## config.mk

```make
export PLATFORM = sky130hd
export DESIGN_NAME = qrs_div_cell
export DESIGN_NICKNAME = d
export VERILOG_FILES = /design/src/hdl/qrs_div_cell.sv
export SDC_FILE = /design/constraint.sdc
export NUM_CORES = 1
export LEC_CHECK = 0
export BUFFER_PORTS_ARGS = -buffer_cell sky130_fd_sc_hd__buf_2
export CAP_MARGIN = 10
export CORE_MARGIN = 1
export CORE_UTILIZATION = 43
export CTS_BUF_LIST = sky130_fd_sc_hd__clkbuf_8 sky130_fd_sc_hd__clkbuf_16
export DETAILED_ROUTE_END_ITERATION = 16
export GPL_TIMING_DRIVEN = 0
export PLACE_DENSITY = 0.74
export SYNTH_ARGS = -nofsm -noshare
export SYNTH_HDL_FRONTEND = slang
export SYNTH_SLANG_ARGS = --single-unit
```

## constraint.sdc

```tcl
create_clock -name clk -period 2.21 [get_ports clk]
set_input_delay 0.1105 -clock clk [delete_from_list [all_inputs] [get_ports clk]]
set_output_delay 0.1105 -clock clk [all_outputs]
set_load 0.02 [all_outputs]
```

## src/hdl/qrs_div_cell.sv

```systemverilog
// One restoring divider cell: retires one quotient bit per cycle while en is high.
module qrs_div_cell #(
  parameter int NW  = 34,
  parameter int DVW = 17
) (
  input  logic           clk,
  input  logic           en,
  input  logic [DVW-1:0] rem_in,
  input  logic [NW-1:0]  num_in,
  input  logic [DVW-1:0] den_in,
  output logic [DVW-1:0] rem_out,
  output logic [NW-1:0]  num_out,
  output logic [DVW-1:0] den_out
);

  logic [DVW:0] trial;
  logic [DVW:0] diff;
  logic         ge;

  assign trial = {rem_in, num_in[NW-1]};
  assign diff  = trial - {1'b0, den_in};
  assign ge    = (trial >= {1'b0, den_in});

  // quotient bits shift in at the bottom as numerator bits leave the top
  always_ff @(posedge clk) begin
    if (en) begin
      rem_out <= ge ? diff[DVW-1:0] : trial[DVW-1:0];
      num_out <= {num_in[NW-2:0], ge};
      den_out <= den_in;
    end
  end

endmodule

```

==> results of run 1 <==
-- state kept, by name (all words and copies together), names as in the netlist --
name and count:
den_out 17, num_out 34, rem_out 17
-- layout make-up --
type	count	area, µm²	share of cell area
clock inverter	6	33.8	0.00714
multi-input combinational	128	1070	0.225
timing repair buffer	190	1220	0.258
clock buffer	9	124	0.0262
antenna	1	2.50	0.000529
tap	99	124	0.0262
buffer	1	20.0	0.00423
sequential	68	2040	0.431
inverter	23	98.8	0.0209
-- layout by cell type (no fill, tap or decap), drive strengths merged, types with 4 or more instances in the layout --
cell type and n:
a21oi 15, and2 4, buf 141, clkbuf 9
dlygate4sd3 50, edfxtp 68, ha 17, inv 24
mux2 10, nand2 9, nand3 8, nor2 6
nor3 4, o21ai 7, o31ai 4, xnor2 8
-- metrics by stage --
step,setup TNS [ns],instances,util
after global placement,-3.45,456,0.557
after detailed placement,-3.67,457,0.559
after CTS,0,522,0.650
after floorplan,0,220,-
after global routing,0,524,0.652
final,0,525,0.653
-- final timing paths --
path | start | to | slack, ns
worst max-delay path | den_in[9] | rem_out[9] | 0.11
worst min-delay path | rem_in[4] | rem_out[5] | 0.09
-- metal layers --
metal,vias up,wire length (µm)
li1,1233,-
met1,1174,3320
met2,102,4030
met3,17,541
met4,0,181
met5,-,0
-- worst max-delay path, stage by stage --
cell and delay, ns:
sky130_fd_sc_hd__buf_2 0.10, sky130_fd_sc_hd__inv_1 0.04, sky130_fd_sc_hd__ha_1 0.35, sky130_fd_sc_hd__and2_1 0.24, sky130_fd_sc_hd__nand2_1 0.07, sky130_fd_sc_hd__nor4_1 0.34, sky130_fd_sc_hd__a21oi_2 0.20, sky130_fd_sc_hd__and2_4 0.19
sky130_fd_sc_hd__buf_12 0.14, sky130_fd_sc_hd__inv_12 0.09, sky130_fd_sc_hd__mux2_4 0.30
-- where the power goes --
| part | total, µW | switching (µW) | internal, µW |
|---|---|---|---|
| registers | 1600 | 31.7 | 1570 |
| clock network | 852 | 462 | 390 |
| logic | 827 | 457 | 370 |
-- cells by family after synthesis --
family / Yosys count
DFF: 68
AOI/OAI and AO/OA: 47
and+or+nand+nor: 41
buffers and inverters: 24
adders and majority gates: 18
xor gates and xnor gates: 11
muxes: 11
-- repair_timing --
item | in CTS | in global routing
hold buffers | 50 | 0
setup endpoints to repair | 0 | 10
hold endpoints to repair | 50 | 0
setup buffers | 0 | 2
==> metrics.txt, run 1 <==
run status=complete, no violations; cell depth of the worst hold path=2; Worst Slack Setup Final=0.114 ns; setup violators final=0; clock tree from TritonCTS=yes; Simple-Gate Fraction of Synth Area=0.0687; detailed router's first-iteration violation count=60; overall routed net length=8080 µm; overall track demand over capacity in global routing=0.210; vias per inst=4.81; unrepaired setup endpoints after global routing=no; launching element type of the critical path=input port; area of the die=0.00785 mm²; final-stage net count=509; final hold violation count=0; actual slew at the worst max-slew pin=0.593 ns; cell accounting for the most synthesized area=sky130_fd_sc_hd__edfxtp_1; placer's final routability congestion estimate=0.807; sequential-to-total area share from yosys stat=0.633; M3 GR Usage=0.0504; worst voltage drop across the vdd grid=268 µV; CTS Buffer Depth=2; count of clock tree sinks=68; global-route wire length before repair=12000 µm; synthesized-area fraction occupied by adder cells=0.0722; final total power=3280 µW; main combinational cell family by area after synthesis=compound AO/OA/AOI/OAI gates; Post-DP HPWL=5310 µm; number of pins with negative max-slew slack in the final report=0; multiplexer area fraction after synthesis=0.0497; DRC Markers=0; ratio of cells with drive above 1 in the final layout=0.419; area of placed instances=0.00406 mm²; Final min period=2.10 ns; number of buffers added on ports=137; total power density per cell area=693 mW/mm²; Post-Synth XOR/XNOR Area=0.0299; reported max-cap violation count=0; worst setup timing slack at the placement stage=-0.337 ns; via count of the first global-routing pass=2513; overall overflow remaining after global route=0; hold_ws=0.0850 ns; area delta synth->final=46.8%; worst slew margin relative to its limit=0.604; fraction of synthesized cell area taken by the top area cell type=0.633; number of buffers created by CTS=9; number of resized instances in the post-cts repair step=0; ranking of synthesized cells by instance count=sky130_fd_sc_hd__edfxtp_1 (68), sky130_fd_sc_hd__inv_1 (22), sky130_fd_sc_hd__ha_1 (17); die outline width=88.6 µm; library cell with the highest instance count after synthesis=sky130_fd_sc_hd__edfxtp_1; number of antenna violations at the first check in global routing=0; number of antenna-violating nets in the routed design=0; number of I/O pins=138; most area-consuming cells after synthesis=sky130_fd_sc_hd__edfxtp_1 (63%), sky130_fd_sc_hd__ha_1 (6.6%), sky130_fd_sc_hd__mux2_4 (4.7%); biggest fanout along the worst timing path=10; global-route track usage on met2=0.370; predominant post-synthesis flop cell=sky130_fd_sc_hd__edfxtp_1; fraction of registers with async set/reset=0; Tcrit/Tclk final=0.948; clock-pin slew on the worst setup and hold paths=0.08 ns; Routed wire per std cell=15.4 µm; global-route met1 utilization=0.238; required arrival time at the worst endpoint=2.29 ns; vertical die dimension=88.6 µm; Root Driver=sky130_fd_sc_hd__clkbuf_8; count of yosys warnings during synthesis=0; Std-Cell Core Area=0.00725 mm²; Pre-antenna DRT Iters=4; peak clock frequency supported by timing=477 MHz; most congested layer reported by global routing=met2; Placement Rows=31; CTS H-Tree Depth=3; type of the worst setup path=input port to register; vias=2526; number of fill cells in the layout=546; average instance area after synthesis=14.7 µm²; CP Capture Type=register; Post-Syn Area=0.00322 mm²; synthesized flop and latch total=68; static leakage=0.00210 µW; Synth Instances=220; net count after synthesis=308; data arrival time at the worst-slack endpoint=2.18 ns; cell area after layout=0.00473 mm²; pin count of the biggest net entering global routing=45; Initial Utilization=0.445; number of enable flip-flop cells after synthesis=68; Min-Delay Path Class=input port to register; distinct cell type count of the synthesized netlist=45; synthesized-area fraction occupied by ao, oa, aoi and oai cells=0.109
Note: power is estimated with default switching activity, not from simulation.
==> run 2, diff against run 1 <==
- REMOVE_ABC_BUFFERS: not set -> 1
==> run 2 against run 1 <==
  * Total power is 4.3% higher
  * Combinational power hardly changed
  * Final area hardly changed
  * Critical path type unchanged
  * Critical endpoint is now rem_out[10]
  * Largest cell class unchanged
==> metrics.txt, run 2 (synthesized netlist as in run 1, its figures left out) <==
run status=complete, no violations (unchanged); die outline width=88.6 µm (unchanged); most used cells in the layout excluding fill and tap cells=sky130_fd_sc_hd__buf_2 (137), sky130_fd_sc_hd__edfxtp_1 (68), sky130_fd_sc_hd__dlygate4sd3_1 (50), sky130_fd_sc_hd__inv_1 (22), sky130_fd_sc_hd__ha_1 (17) (was sky130_fd_sc_hd__buf_2 (137), sky130_fd_sc_hd__edfxtp_1 (68), sky130_fd_sc_hd__dlygate4sd3_1 (50), sky130_fd_sc_hd__inv_1 (23), sky130_fd_sc_hd__ha_1 (17)); design internal power=2450 µW (was 2330 µW); worst slew margin relative to its limit=0.634 (was 0.604); hold_ws=0.0829 ns (was 0.0850 ns); Placement Rows=31 (unchanged); CTS H-Tree Depth=3 (unchanged); commonest non-fill, non-tap cell in the layout=sky130_fd_sc_hd__buf_2 (unchanged); slowest cell on the critical path=sky130_fd_sc_hd__fa_1 (was sky130_fd_sc_hd__ha_1); worst voltage drop across the vdd grid=341 µV (was 268 µV); required arrival time at the worst endpoint=2.31 ns (was 2.29 ns); area of the die=0.00785 mm² (unchanged); unrepaired setup endpoints after global routing=no (unchanged); end-of-flow core utilization=0.653 (about the same); data arrival time at the worst-slack endpoint=2.18 ns (about the same); Initial Utilization=0.445 (unchanged); static leakage=0.00211 µW (was 0.00210 µW); total power density per cell area=723 mW/mm² (was 693 mW/mm²); setup violators final=0 (unchanged); count of clock tree sinks=68 (unchanged); total area of sequential cells=0.00204 mm² (unchanged); ratio of cells with drive above 1 in the final layout=0.417 (was 0.419); Tcrit/Tclk final=0.942 (was 0.948); number of I/O pins=138 (unchanged); clock tree from TritonCTS=yes (unchanged); Logic pwr share=0.241 (was 0.252); placer's final routability congestion estimate=0.863 (was 0.807); global-route wire length before repair=11900 µm (was 12000 µm); via count of the first global-routing pass=2540 (was 2513); peak clock frequency supported by timing=480 MHz (was 477 MHz); Root Driver=sky130_fd_sc_hd__clkbuf_8 (unchanged); launching element type of the critical path=input port (unchanged); registers with the most flip-flops=num_out (34), den_out (17), rem_out (17) (unchanged); most frequent CP cell=sky130_fd_sc_hd__inv_1; Min-Delay Path Class=input port to register (unchanged); final-stage net count=507 (was 509); final hold violation count=0 (unchanged); detailed router's first-iteration violation count=86 (was 60); pin count of the biggest net entering global routing=47 (was 45); cells along the critical path=buf_2 > inv_1 > ha_1 > inv_1 > fa_1 > a21oi_2 > or3_4 > a21oi_4 > o21bai_4 > and2_4 > inv_12 > mux2_4 (was buf_2 > inv_1 > ha_1 > and2_1 > nand2_1 > nor4_1 > a21oi_2 > and2_4 > buf_12 > inv_12 > mux2_4); max FFs per register=34 (unchanged); area delta synth->final=46.9% (was 46.8%); number of antenna violations at the first check in global routing=0 (unchanged); area of placed instances=0.00403 mm² (was 0.00406 mm²); biggest fanout along the worst timing path=10 (unchanged); net switching component of the power=970 µW (was 950 µW); Pre-antenna DRT Iters=4 (unchanged); cell area after layout=0.00474 mm² (was 0.00473 mm²); CTS Buffer Depth=2 (unchanged); Post-DP HPWL=5110 µm (was 5310 µm); Switching Share=0.283 (was 0.290); clock-pin slew on the worst setup and hold paths=0.08 ns (about the same); number of buffers created by CTS=9 (unchanged); vias per inst=4.90 (was 4.81); final total power=3420 µW (was 3280 µW); Std-Cell Core Area=0.00725 mm² (unchanged); part of the total power dissipated in the clock network=0.291 (was 0.259); number of buffers added on ports=137 (unchanged); vertical die dimension=88.6 µm (unchanged); DRC Markers=0 (unchanged); number of pins with negative max-slew slack in the final report=0 (unchanged); overall overflow remaining after global route=0 (unchanged); actual slew at the worst max-slew pin=0.549 ns (was 0.593 ns); Final min period=2.08 ns (was 2.10 ns); CP Capture Type=register (unchanged); Multi-input gate area=0.00107 mm² (unchanged); type of the worst setup path=input port to register (unchanged); Routed wire per std cell=15.6 µm (was 15.4 µm); vias=2562 (was 2526); largest reg by FF count=num_out (unchanged); number of antenna-violating nets in the routed design=0 (unchanged); share of power burned in registers=0.468 (was 0.488); number of fill cells in the layout=524 (was 546); worst setup timing slack at the placement stage=-0.375 ns (was -0.337 ns); overall routed net length=8170 µm (was 8080 µm); longest individual stage delay on the worst path=0.41 ns (was 0.35 ns); Worst Slack Setup Final=0.129 ns (was 0.114 ns); overall track demand over capacity in global routing=0.209 (was 0.210); reported max-cap violation count=0 (unchanged); Diodes inserted=0 (was 1)
## run 2: power groups by stage
stage / Sequential, µW / Combinational [µW] / Clock, µW
2_1_floorplan: 1800 / 303 / 0
3_3_place_gp: 1620 / 731 / 0
3_5_place_dp: 1620 / 743 / 0
4_1_cts: 1600 / 817 / 1020
5_1_grt: 1610 / 894 / 1070
6_report: 1600 / 824 / 996
## run 2: path summary, 6_finish.rpt
check,cells past startpoint,end,from
worst max-delay path,12,rem_out[10],num_in[33]
worst min-delay path,2,rem_out[16],rem_in[15]
## run 2: layout make-up
type | count | area share
Sequential cell | 68 | 0.431
Clock inverter | 7 | 0.0140
Multi-Input combinational cell | 128 | 0.225
Clock buffer | 9 | 0.0262
Tap cell | 99 | 0.0262
Timing Repair Buffer | 189 | 0.256
Inverter | 23 | 0.0209
## run 2: per-layer routing
metal  routed length [µm]  part of all wire  up-vias  GRT usage
li1                     -                 -     1226          -
met1                 3120              0.38     1205      0.211
met3                  488             0.060       25     0.0578
met5                    0                 0        -          0
met2                 4300              0.53      106      0.390
met4                  260             0.032        0      0.106
## run 2: metrics by stage
step                      std cells  TNS, ns
after detailed placement        456    -4.31
final                           523        0
after global routing            523        0
after CTS                       523        0
after global placement          455    -4.84
after floorplan                 219        0
## run 2: critical path, delay by kind of cell
| kind | cells | cell delay, ns |
|---|---|---|
| compound gates | 3 | 0.51 |
| fa+ha+maj | 2 | 0.56 |
| buf+inv | 4 | 0.28 |
| mux | 1 | 0.30 |
| simple gates | 2 | 0.42 |
## run 2: repair_timing
| item | in CTS | in global routing |
|---|---|---|
| resized for setup | 0 | 1 |
| buffers inserted | 1 | 0 |
| gates cloned | 0 | 0 |
| endpoints found under the hold margin | 50 | 0 |
| hold buffers | 50 | 0 |
| endpoints found under the setup margin | 9 | 11 |
