**config.mk**
```make
export PLATFORM = sky130hd
export DESIGN_NAME = qrs_sqrt_cell
export DESIGN_NICKNAME = d
export VERILOG_FILES = /design/src/hdl/qrs_sqrt_cell.sv
export SDC_FILE = /design/constraint.sdc
export NUM_CORES = 1
export LEC_CHECK = 0
export BUFFER_PORTS_ARGS = -buffer_cell sky130_fd_sc_hd__buf_2
export CORE_AREA = 2 2 141 115
export DETAILED_ROUTE_END_ITERATION = 7
export DIE_AREA = 0 0 143 117
export PLACE_DENSITY = 0.87
export RECOVER_POWER = 50
export SLEW_MARGIN = 0
export SYNTH_ARGS = -nofsm -noshare
export SYNTH_HDL_FRONTEND = slang
export SYNTH_SLANG_ARGS = --single-unit
```
**constraint.sdc**
```tcl
create_clock -name clk -period 2.35 [get_ports clk]
set_input_delay 0 -clock clk [delete_from_list [all_inputs] [get_ports clk]]
set_output_delay 0 -clock clk [all_outputs]
set_load 0.1 [all_outputs]
```
**src/hdl/qrs_sqrt_cell.sv**
```systemverilog
// One restoring square-root cell: retires one root bit per cycle while en is high.
module qrs_sqrt_cell #(
  parameter int SW = 33
) (
  input  logic            clk,
  input  logic            en,
  input  logic [SW+1:0]   rem_in,
  input  logic [SW-1:0]   root_in,
  input  logic [2*SW-1:0] rad_in,
  output logic [SW+1:0]   rem_out,
  output logic [SW-1:0]   root_out,
  output logic [2*SW-1:0] rad_out
);

  logic [SW+3:0] rem_sh;
  logic [SW+3:0] trial;
  logic [SW+3:0] diff;
  logic          ge;

  assign rem_sh = {rem_in, rad_in[2*SW-1 -: 2]};
  assign trial  = {2'b00, root_in, 2'b01};
  assign diff   = rem_sh - trial;
  assign ge     = (rem_sh >= trial);

  always_ff @(posedge clk) begin
    if (en) begin
      rem_out  <= ge ? diff[SW+1:0] : rem_sh[SW+1:0];
      root_out <= {root_in[SW-2:0], ge};
      rad_out  <= {rad_in[2*SW-3:0], 2'b00};
    end
  end

endmodule

```
==> PnR_summary.wiki, run 1 <==
{| class="wikitable"
! Metric !! Value
|-
| Clk sinks || 132
|-
| Setup slack after layout || approximately 0.043 ns
|-
| Pin count of the biggest net entering global routing || 54
|-
| Maximum fanout along the worst path || 12
|-
| Most used flip-flop cell after synthesis || sky130_fd_sc_hd__edfxtp_1
|-
| Multi-input gate area in the final layout || 2500 sq um
|-
| DRC viols || 0
|-
| Final net count || 1160
|-
| Cell Rows || 41
|-
| Tightest slew margin relative to the limit || 0.649
|-
| Post-synthesis average cell area || 13.6 sq um
|-
| H-tree levels || 4
|-
| Global-route wire length before repair || 31.9 mm
|-
| Antenna-violating nets left || 0
|-
| Initial antenna violation count || 1
|-
| Finished Core Util || 0.711
|-
| Bufs on Longest Clock Path || 2
|-
| Most area-hungry cell type in the Yosys netlist || sky130_fd_sc_hd__edfxtp_1
|-
| Ratio of total power to cell area || 834 nW/um^2
|-
| Core Region || 15400 sq um
|-
| CTS root buf || sky130_fd_sc_hd__clkbuf_16
|-
| VDD IR max || 0.501 mV
|-
| Final Hold Violating Endpoints || 0
|-
| Number of detailed-route iterations in the first pass || 5
|-
| Die Height || between 100 and 150 um
|-
| Worst-margin pin slew || 0.530 ns
|-
| Area growth, synth to finish || 65.6%
|-
| Via count of the first global-routing pass || around 6300
|-
| Synth area leaders || sky130_fd_sc_hd__edfxtp_1 60%, sky130_fd_sc_hd__ha_1 6.6%, sky130_fd_sc_hd__mux2_4 5.7%, sky130_fd_sc_hd__a21o_1 2.9%, sky130_fd_sc_hd__xnor2_1 2.5%
|-
| Final setup violation count || 0
|-
| GPL Wtd Cong || 0.880
|-
| Cell count after synthesis || 488
|-
| Number of enable-type register cells in the synthesized netlist || 132
|-
| Unrepaired setup endpoints after global routing || true
|-
| Fraction of post-synthesis cell area in the top cell type by area || 0.598
|-
| Worst endpoint required time || 2.52 ns
|-
| Sequential cell area || 3960 sq um
|-
| Setup total negative slack || 0 ns
|-
| Maximum capacitance violations || 0
|-
| Portion of the clock cycle consumed by the worst path in the final layout || 0.982
|-
| Number of synthesis warnings || 0
|-
| Port buffer count || 267
|-
| Lkg Pwr || 5.09 nW
|-
| Highest clock rate || 0.433 GHz
|-
| Cell area after technology mapping || 6630 sq um
|-
| Post-DP HPWL || 13.8 mm
|-
| Starting DRC count in detailed routing || 310
|-
| Status || completed
|-
| Die ar. || 16700 sq um
|-
| Critical Path End Type || register
|-
| Hold path start || rad_in[65]
|-
| Type of the worst setup path || in2reg
|-
| Type of the tightest min-delay check || in2reg
|-
| I/O pins || 270
|-
| Worst-path clk slew || 0.06 ns
|-
| Avg Vias per Cell || 5.00
|-
| Filler instances || ~1000
|-
| WL per Instance || about 18 um
|-
| Distinct cell type count of the synthesized netlist || 57
|-
| Effective utilization at floorplan || 0.429
|-
| Overall overflow remaining after global route || 0
|-
| Overall via count from detail_route || 6089
|-
| Min Tclk post-route || ~2.3 ns
|-
| Final count of pins violating max slew || 0
|-
| Hold-critical path depth || 4
|-
| Clock tree from TritonCTS || done
|-
| FFs w/ async S/R, synth || 0
|-
| Yosys reg bits || 132
|-
| Critical Path Start Type || primary input
|-
| Sequential share of the synthesized area || 0.598
|-
| Setup Slack @ Placement || -0.383 ns
|-
| Total placed cells including tap cells || 1052
|-
| Inserted Clock Buffers || 17
|-
| Data arrival time at the worst-slack endpoint || 2.48 ns
|-
| Fraction of layout instances using a drive strength above 1 || 0.455
|-
| GR Util All Layers || 0.251
|-
| Number of cells in the finished layout apart from fillers || 1218
|-
| Die outline width || 143 um
|-
| Worst Hold Endpoint || rem_out[1]
|-
| Final routed wirelength across all metal layers || 21.5 mm
|}
[registers in the layout, indices dropped and copies added (netlist names)]
register and cells:
root_out 33, rem_out 35, rad_out 64
[layout by cell type (no fill, tap or decap), types with 4 or more instances in the layout]
master                          synthesis  routed
sky130_fd_sc_hd__buf_2                  1     261
sky130_fd_sc_hd__edfxtp_1             132     132
sky130_fd_sc_hd__dlygate4sd3_1          0     129
sky130_fd_sc_hd__buf_4                  2      98
sky130_fd_sc_hd__inv_1                 41      38
sky130_fd_sc_hd__mux2_4                25      30
sky130_fd_sc_hd__ha_1                  35      29
sky130_fd_sc_hd__a21oi_1               30      28
sky130_fd_sc_hd__a21o_1                26      26
sky130_fd_sc_hd__nand2_1               25      25
sky130_fd_sc_hd__nor2_1                22      22
sky130_fd_sc_hd__xnor2_1               19      19
sky130_fd_sc_hd__clkbuf_16              0      18
sky130_fd_sc_hd__xor2_1                14      14
sky130_fd_sc_hd__o21ai_0               12      12
sky130_fd_sc_hd__nand3_1                9       9
sky130_fd_sc_hd__nand4_1                8       8
sky130_fd_sc_hd__inv_8                  0       6
sky130_fd_sc_hd__ha_4                   0       5
sky130_fd_sc_hd__o221ai_1               4       4
sky130_fd_sc_hd__and3_1                 4       4
sky130_fd_sc_hd__inv_6                  0       4
sky130_fd_sc_hd__buf_12                 3       4
[report_power, final]
part	total [mW]	internal, mW	leakage (nW)	switching (mW)
registers	2.96	2.89	1.29	0.0704
clock network	2.62	1.42	0.282	1.20
logic	3.56	1.03	3.52	2.53
[layout make-up]
cell class              count  share of cell area
diodes                      1            0.000228
clock buffers              17              0.0388
clock inverters            15              0.0145
inverters                  41              0.0154
multi-input cells         298               0.228
flip-flops and latches    132               0.361
well taps                 215              0.0245
repair buffers            499               0.318
[stage by stage]
step	hold WS (ns)	power, mW	area [sq um]
after detailed placement	0.178	6.31	9000
after global placement	0.177	6.27	9000
final	0.0857	9.15	11000
after CTS	0.0694	9.08	10900
after global routing	0.0931	9.44	11000
after floorplan	0.0989	5.55	6770
[logic make-up after synthesis]
family / after synthesis / synth area share
AOI/OAI and AO/OA: 107 / 0.113
muxes: 34 / 0.0714
DFF: 132 / 0.598
adders and majority gates: 35 / 0.0661
other: 1 / 0.000566
xor gates and xnor gates: 33 / 0.0436
buffers and inverters: 59 / 0.0432
and+or+nand+nor: 87 / 0.0640
[worst max-delay path, stage by stage]
cell and delay (ns):
sky130_fd_sc_hd__buf_8 0.08, sky130_fd_sc_hd__inv_4 0.03, sky130_fd_sc_hd__ha_4 0.25, sky130_fd_sc_hd__o21a_1 0.17, sky130_fd_sc_hd__o211ai_2 0.15, sky130_fd_sc_hd__a311oi_2 0.36, sky130_fd_sc_hd__nor4_2 0.10, sky130_fd_sc_hd__a2111oi_2 0.39
sky130_fd_sc_hd__o21a_2 0.20, sky130_fd_sc_hd__o211a_4 0.24, sky130_fd_sc_hd__buf_12 0.18, sky130_fd_sc_hd__mux2_4 0.31
[Yosys cell counts (3+ instances only)]
library cell               number
sky130_fd_sc_hd__a21o_1        26
sky130_fd_sc_hd__a21oi_1       30
sky130_fd_sc_hd__a31o_2         3
sky130_fd_sc_hd__and3_1         4
sky130_fd_sc_hd__buf_12         3
sky130_fd_sc_hd__clkbuf_1      10
sky130_fd_sc_hd__edfxtp_1     132
sky130_fd_sc_hd__ha_1          35
sky130_fd_sc_hd__inv_1         41
sky130_fd_sc_hd__mux2_2         6
sky130_fd_sc_hd__mux2_4        25
sky130_fd_sc_hd__mux2i_1        3
sky130_fd_sc_hd__nand2_1       25
sky130_fd_sc_hd__nand3_1        9
sky130_fd_sc_hd__nand4_1        8
sky130_fd_sc_hd__nor2_1        22
sky130_fd_sc_hd__nor2b_1        4
sky130_fd_sc_hd__o21a_1         3
sky130_fd_sc_hd__o21ai_0       12
sky130_fd_sc_hd__o21bai_1       3
sky130_fd_sc_hd__o221ai_1       4
sky130_fd_sc_hd__xnor2_1       19
sky130_fd_sc_hd__xor2_1        14
[worst max-delay path by stage]
stage,start,end,slack [ns]
final,root_in[0],rem_out[20],0.04
after global routing,root_in[0],rem_out[17],-0.03
after CTS,root_in[0],rem_out[27],0.02
after detailed placement,root_in[2],rem_out[4],-0.38
after global placement,root_in[0],rem_out[27],-0.35
after floorplan,root_in[23],rem_out[10],-0.02
[metal layers]
| metal | vias to the layer above | GRT usage | share of wire |
|---|---|---|---|
| met1 | 2891 | 0.272 | 0.38 |
| met2 | 295 | 0.460 | 0.51 |
| met3 | 64 | 0.0671 | 0.070 |
| li1 | 2839 | - | - |
| met5 | - | 0 | 0 |
| met4 | 0 | 0.120 | 0.036 |
[repair_timing]
| action | 4_1_cts | 5_1_grt |
|---|---|---|
| hold buffers | 129 | 0 |
| hold endpoints to repair | 167 | 0 |
| resized for setup | 0 | 15 |
| setup buffers | 0 | 3 |
| setup endpoints to repair | 0 | 31 |
Power figures use the tool's default switching activity.
==> inputs of run 2 (changes only) <==
--- a/config.mk
+++ b/config.mk
@@ -10,7 +10,6 @@
 export DETAILED_ROUTE_END_ITERATION = 7
 export DIE_AREA = 0 0 143 117
 export PLACE_DENSITY = 0.87
-export RECOVER_POWER = 50
 export SLEW_MARGIN = 0
 export SYNTH_ARGS = -nofsm -noshare
 export SYNTH_HDL_FRONTEND = slang
==> PnR_summary.wiki, run 2 (synthesis results as in run 1) <==
{| class="wikitable"
! Metric !! Value
|-
| Avg Vias per Cell || 4.99 (-0.18%)
|-
| Clk sinks || 132 (unchanged)
|-
| Highest clock rate || 0.434 GHz (+0.11%)
|-
| Number of cells in the finished layout apart from fillers || 1218 (unchanged)
|-
| Final routed wirelength across all metal layers || 21.5 mm (about the same)
|-
| Lkg Pwr || 5.10 nW (+0.16%)
|-
| Worst endpoint required time || 2.52 ns (about the same)
|-
| VDD IR max || 0.501 mV (about the same)
|-
| Status || completed
|-
| Bufs on Longest Clock Path || 2 (unchanged)
|-
| Clock group share of total power || 0.287 (about the same)
|-
| Unrepaired setup endpoints after global routing || true
|-
| Initial antenna violation count || 1 (unchanged)
|-
| Port buffer count || 267 (unchanged)
|-
| Fraction of layout instances using a drive strength above 1 || 0.458 (+0.00299)
|-
| Die Height || 117 um (unchanged)
|-
| Final net count || 1160 (unchanged)
|-
| H-tree levels || 4 (unchanged)
|-
| Critical Path Start Type || primary input
|-
| Die ar. || 16700 sq um (unchanged)
|-
| GPL Wtd Cong || 0.880 (unchanged)
|-
| Total placed cells including tap cells || 1052 (unchanged)
|-
| WL per Instance || 17.7 um (about the same)
|-
| Final Hold Violating Endpoints || 0 (unchanged)
|-
| Net switching power || 3.80 mW (about the same)
|-
| Flip-flop count of the largest register, all copies and words added || 64 (unchanged)
|-
| Maximum capacitance violations || 0 (unchanged)
|-
| Pin count of the biggest net entering global routing || 54 (unchanged)
|-
| Commonest non-fill, non-tap cells in the layout || 264 x sky130_fd_sc_hd__buf_2, 132 x sky130_fd_sc_hd__edfxtp_1, 129 x sky130_fd_sc_hd__dlygate4sd3_1
|-
| Leading registers by flop count || rad_out (64), rem_out (35), root_out (33)
|-
| Tightest slew margin relative to the limit || 0.649 (unchanged)
|-
| Inserted Clock Buffers || 17 (unchanged)
|-
| Critical Path End Type || register
|-
| Register share of total power || 0.324 (about the same)
|-
| Effective utilization at floorplan || 0.429 (unchanged)
|-
| Min Tclk post-route || 2.30 ns (-0.00263 ns)
|-
| Global-route wire length before repair || 31.9 mm (unchanged)
|-
| Type of the worst setup path || in2reg
|-
| I/O pins || 270 (unchanged)
|-
| Internal portion of total power || 5.35 mW (about the same)
|-
| Worst-margin pin slew || 0.530 ns (unchanged)
|-
| Setup slack after layout || 0.0455 ns (+0.00263 ns)
|-
| CTS root buf || sky130_fd_sc_hd__clkbuf_16
|-
| Register name with the most flops || rad_out
|-
| Switching power as a share of total power || 0.415 (about the same)
|-
| Via count of the first global-routing pass || 6277 (unchanged)
|-
| Most common library cell in the layout ignoring fill and taps || sky130_fd_sc_hd__buf_2
|-
| DRC viols || 0 (unchanged)
|-
| Ratio of total power to cell area || 833 nW/um^2 (about the same)
|-
| Area growth, synth to finish || 65.7% (about the same)
|-
| Setup Slack @ Placement || -0.383 ns (unchanged)
|-
| Post-DP HPWL || 13.8 mm (unchanged)
|-
| Portion of the clock cycle consumed by the worst path in the final layout || 0.981 (-0.00112)
|-
| Area of all placed cells without fillers || 11000 sq um (about the same)
|-
| Core Region || 15400 sq um (unchanged)
|-
| Final setup violation count || 0 (unchanged)
|-
| Cell Rows || 41 (unchanged)
|-
| Finished Core Util || 0.711 (about the same)
|-
| Clock tree from TritonCTS || done
|-
| Placed instance area || 9000 sq um (unchanged)
|-
| Final count of pins violating max slew || 0 (unchanged)
|-
| GR Util All Layers || 0.251 (unchanged)
|-
| Worst-path clk slew || 0.06 ns (about the same)
|-
| Starting DRC count in detailed routing || 315 (+1.6%)
|-
| Maximum fanout along the worst path || 12 (unchanged)
|-
| Overall via count from detail_route || 6078 (-0.18%)
|-
| Overall overflow remaining after global route || 0 (unchanged)
|-
| Data arrival time at the worst-slack endpoint || 2.47 ns (about the same)
|-
| Die outline width || 143 um (unchanged)
|-
| Antenna-violating nets left || 0 (unchanged)
|-
| Number of detailed-route iterations in the first pass || 5 (unchanged)
|-
| Combinational cell fraction of total power || 0.389 (about the same)
|-
| Worst hold-check slack || 0.0855 ns (-0.000192 ns)
|-
| Type of the tightest min-delay check || in2reg
|}
[run 2: cell count changes in the layout (fill, tap and decap cells not counted)]
cell and change:
sky130_fd_sc_hd__clkbuf_1 -3, sky130_fd_sc_hd__buf_2 +3
[run 2: area by class of cell]
cell class	instances	area, sq um
fill	988	4460
sequential	132	3960
timing repair buffer	499	3490
multi-input combinational	298	2500
clock buffer	17	425
tap	215	269
inverter	41	169
clock inverter	15	159
antenna	1	2.50
[run 2: path summary, 6_finish.rpt]
check                 slack (ns)  depth (start not counted)     endpoint        from
worst max-delay path        0.05                         12  rem_out[17]  root_in[0]
worst min-delay path        0.09                          4   rem_out[1]  rad_in[65]
[run 2: power by group through the flow]
stage / Sequential [mW] / Clock, mW / Combinational [mW]
final: 2.96 / 2.63 / 3.56
after global routing: 2.98 / 2.76 / 3.70
after CTS: 2.95 / 2.64 / 3.48
after detailed placement: 3.00 / 0 / 3.31
after global placement: 3.00 / 0 / 3.27
after floorplan: 4.77 / 0 / 0.775
[run 2: worst max-delay path, stage by stage]
cell,delay [ns]
sky130_fd_sc_hd__buf_8,0.08
sky130_fd_sc_hd__inv_4,0.03
sky130_fd_sc_hd__ha_4,0.25
sky130_fd_sc_hd__o21a_1,0.17
sky130_fd_sc_hd__o211ai_2,0.15
sky130_fd_sc_hd__a311oi_2,0.36
sky130_fd_sc_hd__nor4_2,0.10
sky130_fd_sc_hd__a2111oi_2,0.39
sky130_fd_sc_hd__o21a_2,0.20
sky130_fd_sc_hd__o211a_4,0.24
sky130_fd_sc_hd__buf_12,0.18
sky130_fd_sc_hd__mux2_4,0.31
[run 2: repair_timing]
| action | CTS | global route |
|---|---|---|
| resized for setup | 0 | 15 |
| hold buffers | 129 | 0 |
| endpoints found under the hold margin | 167 | 0 |
| setup buffers | 0 | 3 |
| endpoints found under the setup margin | 0 | 31 |
[run 2: per-layer routing]
layer | GRT usage | wire length (um) | up-vias
met2 | 0.460 | 11100 | 280
met5 | 0 | 0 | -
li1 | - | - | 2838
met4 | 0.120 | 788 | 0
met1 | 0.272 | 8170 | 2894
met3 | 0.0671 | 1480 | 66
[run 2: stage by stage]
step / total power, mW / setup TNS (ns)
after floorplan: 5.55 / -0.411
final: 9.15 / 0
after global placement: 6.27 / -8.94
after CTS: 9.08 / 0
after detailed placement: 6.31 / -11.19
after global routing: 9.44 / -0.174
==> inputs of run 3 (changes only) <==
--- a/config.mk
+++ b/config.mk
@@ -6,9 +6,11 @@
 export NUM_CORES = 1
 export LEC_CHECK = 0
 export BUFFER_PORTS_ARGS = -buffer_cell sky130_fd_sc_hd__buf_2
-export CORE_AREA = 2 2 141 115
+export CELL_PAD_IN_SITES_DETAIL_PLACEMENT = 1
+export CELL_PAD_IN_SITES_GLOBAL_PLACEMENT = 2
+export CORE_AREA = 2 2 175 143
 export DETAILED_ROUTE_END_ITERATION = 7
-export DIE_AREA = 0 0 143 117
+export DIE_AREA = 0 0 177 145
 export PLACE_DENSITY = 0.87
 export SLEW_MARGIN = 0
 export SYNTH_ARGS = -nofsm -noshare
==> PnR_summary.wiki, run 3 (synthesis results as in run 1) <==
{| class="wikitable"
! Metric !! Value
|-
| Unrepaired setup endpoints after global routing || true
|-
| GR Layer Usage met1 || 0.222 (-0.0497)
|-
| Worst endpoint required time || 2.52 ns (about the same)
|-
| I/O pins || 270 (unchanged)
|-
| Flip-flop count of the largest register, all copies and words added || 64 (unchanged)
|-
| Number of detailed-route iterations in the first pass || 4 (-1)
|-
| Die Height || 145 um (+24%)
|-
| Net switching power || 3.78 mW (-0.61%)
|-
| Inserted Clock Buffers || 17 (unchanged)
|-
| Final Hold Violating Endpoints || 0 (unchanged)
|-
| Switching power as a share of total power || 0.401 (-0.0143)
|-
| Port buffer count || 267 (unchanged)
|-
| Portion of the clock cycle consumed by the worst path in the final layout || 0.971 (-0.00945)
|-
| Via count of the first global-routing pass || 6528 (+4.0%)
|-
| Final routed wirelength across all metal layers || 24.2 mm (+13%)
|-
| Critical Path Start Type || primary input
|-
| Filler instances || 2593 (+160%)
|-
| Die ar. || 25700 sq um (+53%)
|-
| Highest clock rate || 0.438 GHz (+0.97%)
|-
| Status || completed
|-
| Effective utilization at floorplan || 0.277 (-0.152)
|-
| Register name with the most flops || rad_out
|-
| Clock group share of total power || 0.302 (+0.015)
|-
| Bufs on Longest Clock Path || 2 (unchanged)
|-
| Met2 routing resource usage after global routing || 0.326 (-0.135)
|-
| Cell Rows || 51 (+24%)
|-
| Data arrival time at the worst-slack endpoint || 2.46 ns (about the same)
|-
| Setup Slack @ Placement || -0.461 ns (-0.0783 ns)
|-
| Combinational cell fraction of total power || 0.383 (-0.006)
|-
| Final count of pins violating max slew || 0 (unchanged)
|-
| Global route hottest layer || met2
|-
| GR Util All Layers || 0.184 (-0.0671)
|-
| Initial antenna violation count || 2 (+1)
|-
| Commonest non-fill, non-tap cells in the layout || 265 x sky130_fd_sc_hd__buf_2, 132 x sky130_fd_sc_hd__edfxtp_1, 127 x sky130_fd_sc_hd__dlygate4sd3_1
|-
| Finished Core Util || 0.470 (-0.241)
|-
| Clk sinks || 132 (unchanged)
|-
| Type of the worst setup path || in2reg
|-
| Register share of total power || 0.314 (-0.010)
|-
| Min Tclk post-route || 2.28 ns (-0.0222 ns)
|-
| Final net count || 1168 (+0.69%)
|-
| Worst hold-check slack || 0.0100 ns (-0.0755 ns)
|-
| Area growth, synth to finish || 69.7%
|-
| Worst-margin pin slew || 0.536 ns (+0.00540 ns)
|-
| Hold-critical path depth || 1 (-3)
|-
| Post-DP HPWL || 16.6 mm (+20%)
|-
| Tightest slew margin relative to the limit || 0.645 (-0.00357)
|-
| DRC viols || 0 (unchanged)
|-
| VDD IR max || 0.425 mV (-15%)
|-
| Worst-path clk slew || 0.06 ns (about the same)
|-
| Area of all placed cells without fillers || 11200 sq um (+2.4%)
|-
| Setup slack after layout || 0.0677 ns (+0.0222 ns)
|-
| Pin count of the biggest net entering global routing || 54 (unchanged)
|-
| Total Power Consumption || 9.42 mW (+2.9%)
|-
| Most common library cell in the layout ignoring fill and taps || sky130_fd_sc_hd__buf_2
|-
| Global-route wire length before repair || 36.5 mm (+15%)
|-
| Type of the tightest min-delay check || in2reg
|-
| Lkg Pwr || 5.17 nW (+1.4%)
|-
| Internal portion of total power || 5.64 mW (+5.5%)
|-
| Met3 global-route usage || 0.0503 (-0.0168)
|-
| WL per Instance || 18.2 um (+3.2%)
|-
| Number of cells in the finished layout apart from fillers || 1329 (+9.1%)
|-
| Overall overflow remaining after global route || 0 (unchanged)
|-
| H-tree levels || 4 (unchanged)
|-
| GPL Wtd Cong || 0.824 (-6.3%)
|-
| Setup total negative slack || 0 ns (unchanged)
|-
| Fraction of layout instances using a drive strength above 1 || 0.466 (+0.00825)
|-
| Overall via count from detail_route || 6002 (-1.3%)
|-
| Starting DRC count in detailed routing || 229 (-27%)
|-
| Critical Path End Type || register
|-
| Clock tree from TritonCTS || done
|-
| Total placed cells including tap cells || 1161 (+10%)
|-
| Ratio of total power to cell area || 838 nW/um^2 (+0.52%)
|-
| Antenna-violating nets left || 0 (unchanged)
|-
| Placed instance area || 9160 sq um (+1.8%)
|-
| Final setup violation count || 0 (unchanged)
|-
| Leading registers by flop count || rad_out (64), rem_out (35), root_out (33)
|-
| CTS root buf || sky130_fd_sc_hd__clkbuf_16
|-
| Avg Vias per Cell || 4.52 (-9.5%)
|-
| Maximum fanout along the worst path || 9 (-3)
|-
| Core Region || 23900 sq um (+55%)
|-
| Die outline width || 177 um (+24%)
|-
| Maximum capacitance violations || 0 (unchanged)
|}
[run 3: layout make-up]
type,count,area [sq um],area share
clock inverter,15,193,0.0171
tap,318,398,0.0354
inverter,41,166,0.0148
sequential,132,3960,0.353
clock buffer,17,425,0.0378
timing repair buffer,507,3540,0.315
antenna,1,2.50,0.000223
multi-input combinational,298,2550,0.227
[run 3: worst max-delay path: stages]
cell and delay [ns]:
sky130_fd_sc_hd__buf_2 0.10, sky130_fd_sc_hd__ha_1 0.37, sky130_fd_sc_hd__a21oi_1 0.39, sky130_fd_sc_hd__a311oi_4 0.16
sky130_fd_sc_hd__nor4_4 0.28, sky130_fd_sc_hd__a2111oi_4 0.14, sky130_fd_sc_hd__o21a_2 0.23, sky130_fd_sc_hd__o211a_4 0.29
sky130_fd_sc_hd__clkbuf_16 0.20, sky130_fd_sc_hd__mux2_4 0.29
[run 3: what timing repair did]
| item | in CTS | in global routing |
|---|---|---|
| setup endpoints to repair | 5 | 31 |
| hold endpoints to repair | 127 | 0 |
| setup buffers | 1 | 5 |
| gates cloned | 0 | 2 |
| hold buffers | 127 | 0 |
| resized for setup | 2 | 16 |
[run 3: path summary, 6_finish.rpt]
| path | slack [ns] | endpoint | from |
|---|---|---|---|
| max | 0.07 | rem_out[10] | rem_in[2] |
| min | 0.01 | root_out[3] | en |
[run 3: power groups by stage]
stage | sequential [mW] | clock [mW] | combinational (mW)
final | 2.96 | 2.85 | 3.61
after global routing | 2.98 | 3.02 | 3.77
after CTS | 2.96 | 2.93 | 3.53
after detailed placement | 3.00 | 0 | 3.35
after global placement | 2.99 | 0 | 3.31
after floorplan | 4.77 | 0 | 0.775
[run 3: metal layers]
layer / vias to the layer above / share of wire
li1: 2844 / -
met1: 2937 / 0.42
met2: 195 / 0.50
met3: 24 / 0.062
met4: 2 / 0.013
met5: - / 0.00054
